## src/rtl/dtq_pkg.sv

```systemverilog
// shared types and constants for the drop-tail queue delay model
// no dependencies; imported by every module of the block
`default_nettype none

package dtq_pkg;

  localparam int BUFFER_DEPTH_DEF = 256;

  localparam int TIME_W   = 48;
  localparam int BYTES_W  = 16;
  localparam int CAP_W    = 9;
  localparam int BTIME_W  = 16;
  localparam int PROD_W   = BYTES_W + BTIME_W;
  localparam int DEPTH_W  = 9;
  localparam int CNT_W    = 32;
  localparam int SUM_W    = 64;

  localparam int IN_TDATA_W  = 64;
  localparam int OUT_TDATA_W = 192;

  localparam logic [CAP_W-1:0]   CAPACITY_RST  = 9'd200;
  localparam logic [BTIME_W-1:0] BYTE_TIME_RST = 16'd727;

  // configuration register indexes
  typedef enum logic {
    REG_CAPACITY  = 1'b0,
    REG_BYTE_TIME = 1'b1
  } reg_idx_t;

  typedef enum logic [2:0] {
    ST_IDLE,
    ST_POP,
    ST_ADD,
    ST_SUB,
    ST_SUM,
    ST_DONE
  } state_t;

  typedef enum logic {
    ALU_ADD,
    ALU_SUB
  } alu_op_t;

  typedef struct packed {
    alu_op_t             op;
    logic [TIME_W-1:0]   a;
    logic [TIME_W-1:0]   b;
  } alu_req_t;

endpackage

`default_nettype wire

```

## src/rtl/dtq_alu.sv

```systemverilog
// shared 48-bit add/subtract unit with carry out
// depends on dtq_pkg for the request struct
`default_nettype none

module dtq_alu (
  input  var dtq_pkg::alu_req_t                req,
  output logic [dtq_pkg::TIME_W-1:0]           res,
  output logic                                 carry
);
  import dtq_pkg::*;

  logic [TIME_W:0] sum;
  logic [TIME_W-1:0] b_in;

  // subtract is a + ~b + 1; carry set means no borrow
  always_comb begin
    b_in = (req.op == ALU_SUB) ? ~req.b : req.b;
    sum = {1'b0, req.a} + {1'b0, b_in} + {{TIME_W{1'b0}}, (req.op == ALU_SUB)};
    res = sum[TIME_W-1:0];
    carry = sum[TIME_W];
  end

endmodule

`default_nettype wire

```

## config.mk

```make
export PLATFORM = sky130hd
export DESIGN_NAME = dtq_alu
export DESIGN_NICKNAME = d
export VERILOG_FILES = /design/src/rtl/dtq_pkg.sv /design/src/rtl/dtq_alu.sv
export SDC_FILE = /design/constraint.sdc
export NUM_CORES = 1
export LEC_CHECK = 0
export BUFFER_PORTS_ARGS = -buffer_cell sky130_fd_sc_hd__buf_2
export CORE_ASPECT_RATIO = 1.1
export CORE_MARGIN = 1.5
export CORE_UTILIZATION = 46
export DETAILED_ROUTE_END_ITERATION = 16
export GPL_TIMING_DRIVEN = 0
export PLACE_DENSITY = 0.81
export SETUP_SLACK_MARGIN = 0.5
export SYNTH_ARGS = -nofsm -noshare
export SYNTH_HDL_FRONTEND = slang
export SYNTH_SLANG_ARGS = --single-unit
export TNS_END_PERCENT = 1
```

## constraint.sdc

```tcl
create_clock -name vclk -period 3.76
set_input_delay 0.188 -clock vclk [all_inputs]
set_output_delay 0.188 -clock vclk [all_outputs]
set_load 0.01 [all_outputs]
```

# [Word-level counts from Yosys, hierarchy flattened]
# Cells that the tools add are included.
# Widths: inputs -> output; s select.
[word_totals] regBits=0 latchBits=0 ramBits=0 romBits=0 in_bits=97 output_inout_bits=49 elab_cells=4 n_memories=0
[op_classes] add_sub_neg=2 multipliers=0 div=0 order_cmp=0 eq_ne=0 shift=0 n_mux=1 bitwise_logic=1 n_reduce_logical=0
[op_table] cell="$add 48x48->49" n=1
[op_table] cell="$add 49x1->49" n=1
[op_table] cell="$mux 48" n=1
[op_table] cell="$not 48->48" n=1

# [Longest topological paths before layout]
# Gate-level depths: netlist of the first run.
[logic_depth] depth_word=4 mapped_depth=14

# [Worst setup path after synthesis of the first run]
# Ideal clock, no wire load.
[synth_path] path_type="input to output" startpoint="input port req[96] in the netlist's numbering" endpoint="output port res[36] in the netlist's numbering" arrival_ns=3.498 required_time_ns=3.572 slack_ns=0.074 stages=13 cell_sequence="clkbuf_1 -> buf_1 -> xor2_1 -> ha_1 -> nor2b_4 -> o311a_4 -> or3_4 -> a211oi_4 -> a21oi_2 -> a21o_1 -> a21oi_2 -> o311ai_1 -> xor2_1"
[synth_via] elab_chain_cells=3
[synth_rtl] item="start, declared" line="dtq_alu.sv:6" rtl="input var dtq_pkg::alu_req_t req,"
[synth_rtl] item="$mux 48" line="dtq_alu.sv:17" rtl="b_in = (req.op == ALU_SUB) ? ~req.b : req.b;"
[synth_rtl] item="$add 48x48->49" line="dtq_alu.sv:18" rtl="sum = {1'b0, req.a} + {1'b0, b_in} + {{TIME_W{1'b0}}, (req.op == ALU_SUB)};"
[synth_rtl] item="$add 49x1->49 (*)" line="dtq_alu.sv:18"
[synth_rtl] item="end, declared" line="dtq_alu.sv:7" rtl="output logic [dtq_pkg::TIME_W-1:0] res,"
# Every way passes the cells marked *; elsewhere a longest branch is shown, timed or not.

# [Worst setup path after layout of the first run]
[layout_path] startpoint="input port req[96] in the netlist's numbering" endpoint="output port res[43] in the netlist's numbering"
# The elaborated chain is that of the path after synthesis.

==> results.md, run 1 <==
* Internal cell power at between 500 and 600 µW
* Clk pwr share at 0%
* Area delta synth->final at 39.6%
* Nets@finish at 777
* Initial Util at around half
* GPL Wtd Cong at between 0.9 and 1
* Headroom to the max-slew limit at approximately 70%
* CP max stage cell: a2111oi_0
* YS warnings at 0
* Min Tclk post-route at between 3000 and 4000 ps
* Cell count after synthesis at 460
* Placed inst area at about 0.004 mm²
* Overflow after GRT at 0
* Drt first pass iters at 5
* Top Layer Used: met4
* PortBufs at approximately 150
* Sequential cell area fraction in the yosys report at 0%
* CP endpoint kind: primary output
* Max incr delay on CP at roughly 400 ps
* Antenna-violating nets left at 0
* Post-CTS Hold Buffers at 0
* RSZ-0062 raised after global routing: true
* Die area at about 0.0076 mm²
* Hold path startpoint: req[48]
* P_sw at between 700 and 800 µW
* Commonest cells after routing, fill and taps aside: 145 x buf_2, 58 x xor2_1, 54 x a21oi_1
* Wirelength, routed at ~11000 µm
* Most common cell after layout, fill and taps aside: buf_2
* Slew Viols, Final at 0
* Die H at approximately 91 µm
* Design area at 0.00454 mm²
* Fmax at between 300 and 400 MHz
* Setup CP Type: in2out
* Pwr Density at approximately 290 mW/mm²
* Number of global-route vias before repair at 3856
* Max-Cap Viols at 0
* Leak Pwr at approximately 0.0022 µW
* Initial antenna violation count at 0
* Type of origin of the critical path: input port
* Net Sw Frac at 55.6%
* Logic pwr share at between 90% and 100%
* Vias per cell at just under 6
* Post-Syn Area per Cell at roughly 7 µm²
* Maximum VDD drop at roughly 0.16 mV
* Fin Hold WS at 709 ps
* Layout cells sized above 1 at a little over a third
* Routed len/inst at about 15 µm
* GRT Resource Usage Total at between 20% and 30%
* Placed cell count at around 690
* Core Rows at 31
* Die width at slightly above 80 µm
* Worst Hold Class: in2out
* Unique masters post-synth at 60
* Footprint of the multi-input gates at around 0.0034 mm²
* Status: completed
* First-pass GRT wire length at around 16000 µm
* Metal3 WL at about 610 µm
* Met1 WL at 4430 µm
* Sequential cell count at 0
* DRC Markers at 0
* Fill count at between 600 and 700
* Drt initial violations at 155
* Final hold violations at 0
* Worst-margin pin slew at roughly 440 ps
* Final-report setup violation count at 0
* Delay-heaviest family, CP: compound AO/OA/AOI/OAI gates
* Post-Syn Area at 0.00325 mm²
* Ports at ~150
* Syn_nets at 608
* Crit-path cells: buf_8 > clkbuf_16 > buf_4 > xor2_1 > ha_1 > a2111oi_0 > o21ai_1 > a221oi_4 > o22ai_2 > o21ai_2 > or3_1 > o211ai_1 > a21boi_1 > xnor2_1 > buf_2
* DP HPWL at between 8000 and 9000 µm
* CP Data Arrival Time at ~3100 ps
* N_diodes at 0
* Fin Setup TNS at 0 ps
* Req. time, crit path at 3570 ps
* Peak fanout along the critical path at 6
* Pin count of the biggest net entering global routing at 11
* Period utilisation layout at ~88%
* Sequential share of power at 0%
* Core area at 0.00671 mm²
* Routed wl met2 at 5380 µm
* Clkbuf count at 0
* Register area at 0 µm²
* Final Instance Count excl. Fillers at about 710
* Vias at slightly above 4000
* Crit path buf inv count at 4
* CP startpoint: req[96]
[through the flow]
step	total power, µW	setup slack [ps]	utilization, %
6_report	1310	454	67.7
5_1_grt	1420	339	67.7
4_1_cts	1180	233	62.8
3_5_place_dp	1150	-128	61.0
3_3_place_gp	1140	-82.4	61.0
2_1_floorplan	791	491	-
[logic make-up (layout without fill, tap and decap cells)]
kind of cell / count (synthesis) / in the layout / synth area share, %
xor+xnor: 93 / 93 / 25.0
buf+inv: 31 / 198 / 3.58
simple gates: 126 / 126 / 19.3
compound gates: 157 / 157 / 31.6
mux: 2 / 2 / 0.615
fa+ha+maj: 51 / 51 / 19.8
[power groups by stage]
stage / clock network [µW] / logic (µW) / registers (µW)
finish: 0 / 1310 / 0
floorplan: 0 / 791 / 0
detailed placement: 0 / 1150 / 0
global route: 0 / 1420 / 0
CTS: 0 / 1180 / 0
global placement: 0 / 1140 / 0
[routing by layer]
metal,global-route usage (%),up-vias
li1,-,2005
met1,30.5,1887
met2,48.0,168
met3,1.64,31
met4,6.67,0
met5,0,-
[synthesized netlist by cell type, types with 2 or more instances]
cell type	number	area, µm²
xnor2_1	33	289
or3_1	7	43.8
xor2_1	60	526
inv_1	16	60.1
nor2_1	24	90.1
nand2_1	41	154
a21boi_1	3	22.5
clkbuf_1	11	41.3
and3_1	3	18.8
o31ai_2	2	25.0
nor4_1	2	12.5
nor3_1	10	50.1
a2111oi_0	2	17.5
o21a_1	5	37.5
nand2b_1	5	31.3
a21o_1	19	143
buf_1	4	15.0
a21oi_2	4	35.0
nor2b_1	4	25.0
ha_1	50	626
o21ai_0	13	65.1
o21bai_1	6	45.0
and2_1	4	25.0
nand4_1	10	62.6
a21oi_1	57	285
o211ai_1	2	15.0
o22ai_1	2	12.5
nand3_1	6	30.0
a31oi_1	4	25.0
o21ai_1	17	85.1
mux2i_1	2	20.0
a211o_1	2	17.5
or2_2	3	18.8
[area by class of cell]
type                            count  area share, %
Buffer                             15           2.84
Inverter                           16           1.32
Multi-Input combinational cell    429           73.8
Timing Repair Buffer              167           19.8
Tap cell                           82           2.26
[worst paths after layout]
path                      end  cells past startpoint
worst max-delay path  res[43]                     15
worst min-delay path   res[0]                      3
[repair_timing]
item	in CTS	in global routing
pin swaps	9	26
endpoints found under the setup margin	29	20
resized for setup	17	53
buffers inserted	6	15
No activity file was read; power rests on OpenSTA's default activity.
==> run 2: changes to the inputs <==
Clock period 3.76 ns to 3 ns, I/O delays scaled along.
==> run 2 against run 1 <==
Highest routed layer unchanged; routed wire length down 0.63%; the flow now finishes with violations (setup timing); die area stayed put; critical endpoint is now res[46]; critical path type unchanged; hold slack got worse by 130 ps.
==> results.md, run 2 (synthesis gave the netlist of run 1 again) <==
* Met1 WL at around 4500 µm
* GPL Wtd Cong at ~0.99
* Core Rows at 31
* Metal3 WL at 584 µm
* Max-Cap Viols at 0
* Fill count at approximately 630
* Fmax at roughly 290 MHz
* Commonest cells after routing, fill and taps aside: 147 x buf_2, 59 x xor2_1, 52 x a21oi_1
* DRC Markers at 0
* Status: finished with violations
* Vias at 4053
* CP max stage cell: or3_4
* Core area at approximately 0.0067 mm²
* Pin count of the biggest net entering global routing at 11
* Worst Hold Class: in2out
* Die area at roughly 0.0076 mm²
* RSZ-0062 raised after global routing: true
* Min Tclk post-route at about 3400 ps
* Final worst slack at -435 ps
* Headroom to the max-slew limit at 61.5%
* Register area at 0 µm²
* Overflow after GRT at 0
* Hold path startpoint: req[48]
* Die H at 91.2 µm
* GRT Resource Usage Total at between 20% and 30%
* DP HPWL at 8560 µm
* Final-report setup violation count at 21
* Peak fanout along the critical path at 6
* Initial antenna violation count at 0
* Req. time, crit path at ~2900 ps
* Vias per cell at between 5 and 6
* Crit path buf inv count at 4
* Worst-margin pin slew at between 500 and 600 ps
* Footprint of the multi-input gates at 0.00328 mm²
* Pwr Density at between 300 and 400 mW/mm²
* Fin Hold WS at between 500 and 600 ps
* Type of origin of the critical path: input port
* N_diodes at 0
* Delay-heaviest family, CP: compound AO/OA/AOI/OAI gates
* Die width at roughly 83 µm
* Number of global-route vias before repair at roughly 3800
* Leak Pwr at between 0.002 and 0.0025 µW
* PortBufs at between 100 and 150
* Drt initial violations at approximately 190
* Crit-path cells: buf_8 > clkbuf_16 > buf_12 > xor2_2 > ha_1 > nor2b_4 > o311a_4 > or3_4 > a211oi_4 > a211oi_2 > o31ai_2 > a21oi_2 > mux2i_1 > o2111ai_1 > buf_2
* Min-Delay Endpoint: res[0]
* First-pass GRT wire length at between 15000 and 20000 µm
* CP Data Arrival Time at 3290 ps
* Antenna-violating nets left at 0
* Placed inst area at approximately 0.0041 mm²
* Failing checks: setup timing
* Maximum VDD drop at around 0.20 mV
* Routed wl met2 at 5480 µm
* Period utilisation layout at 115%
* Drt first pass iters at 5
* Ports at 146
* Setup CP Type: in2out
* Worst Hold Depth at 3
* CP endpoint kind: primary output
* Wirelength, routed at ~11000 µm
* Layout cells sized above 1 at ~34%
* Max incr delay on CP at 390 ps
* Top Layer Used: met4
* Routed len/inst at 15.2 µm
* Initial Util at between 40% and 50%
* Clkbuf count at 0
* Most common cell after layout, fill and taps aside: buf_2
* Post-CTS Hold Buffers at 0
* Sequential cell count at 0
* Area delta synth->final at 35.7%
* Nets@finish at just under 800
* Slew Viols, Final at 0
* Design area at 0.00441 mm²
* Final hold violations at 0
==> run 2: what timing repair did <==
item,4_1_cts,5_1_grt
pin swaps,18,20
buffers inserted,9,7
setup endpoints to repair,42,41
gates resized for setup,25,21
==> run 2: cell type report <==
type	instances	share of cell area (%)
Multi-Input combinational cell	429	74.4
Inverter	16	1.36
Tap cell	82	2.32
Timing Repair Buffer	162	19.5
Buffer	15	2.44
==> run 2: worst max-delay path by stage <==
| stage | slack [ps] | from | cells past startpoint | to |
|---|---|---|---|---|
| after detailed placement | -820 | req[96] | 14 | res[45] |
| after global routing | -530 | req[96] | 15 | res[43] |
| after floorplan | -60 | req[96] | 13 | res[36] |
| after global placement | -790 | req[96] | 14 | res[45] |
| after CTS | -400 | req[96] | 15 | res[46] |
| final | -440 | req[96] | 15 | res[46] |
==> run 2: stage by stage <==
step	TNS [ps]	utilization (%)	setup WS, ps	instances	power [µW]
4_1_cts	-3880	64.2	-405	697	1530
5_1_grt	-8250	65.8	-535	704	1740
6_report	-5310	65.8	-435	704	1600
3_5_place_dp	-11170	61.4	-820	688	1460
2_1_floorplan	-139	-	-64.9	460	996
3_3_place_gp	-10350	61.4	-786	688	1430
==> run 2: tightest hold or removal path, stage by stage <==
cell	delay, ps
buf_2	90
xor2_1	50
buf_2	130
==> run 2: per-layer routing <==
metal	vias up	GRT usage [%]
met3	13	0.636
met4	0	2.64
met5	-	0
met2	176	49.3
met1	1869	33.4
li1	1995	-
==> run 2: power by group <==
part	switching [µW]	internal (µW)	total [µW]	leakage [µW]
clock	0	0	0	0
sequential	0	0	0	0
combinational	902	698	1600	0.00220
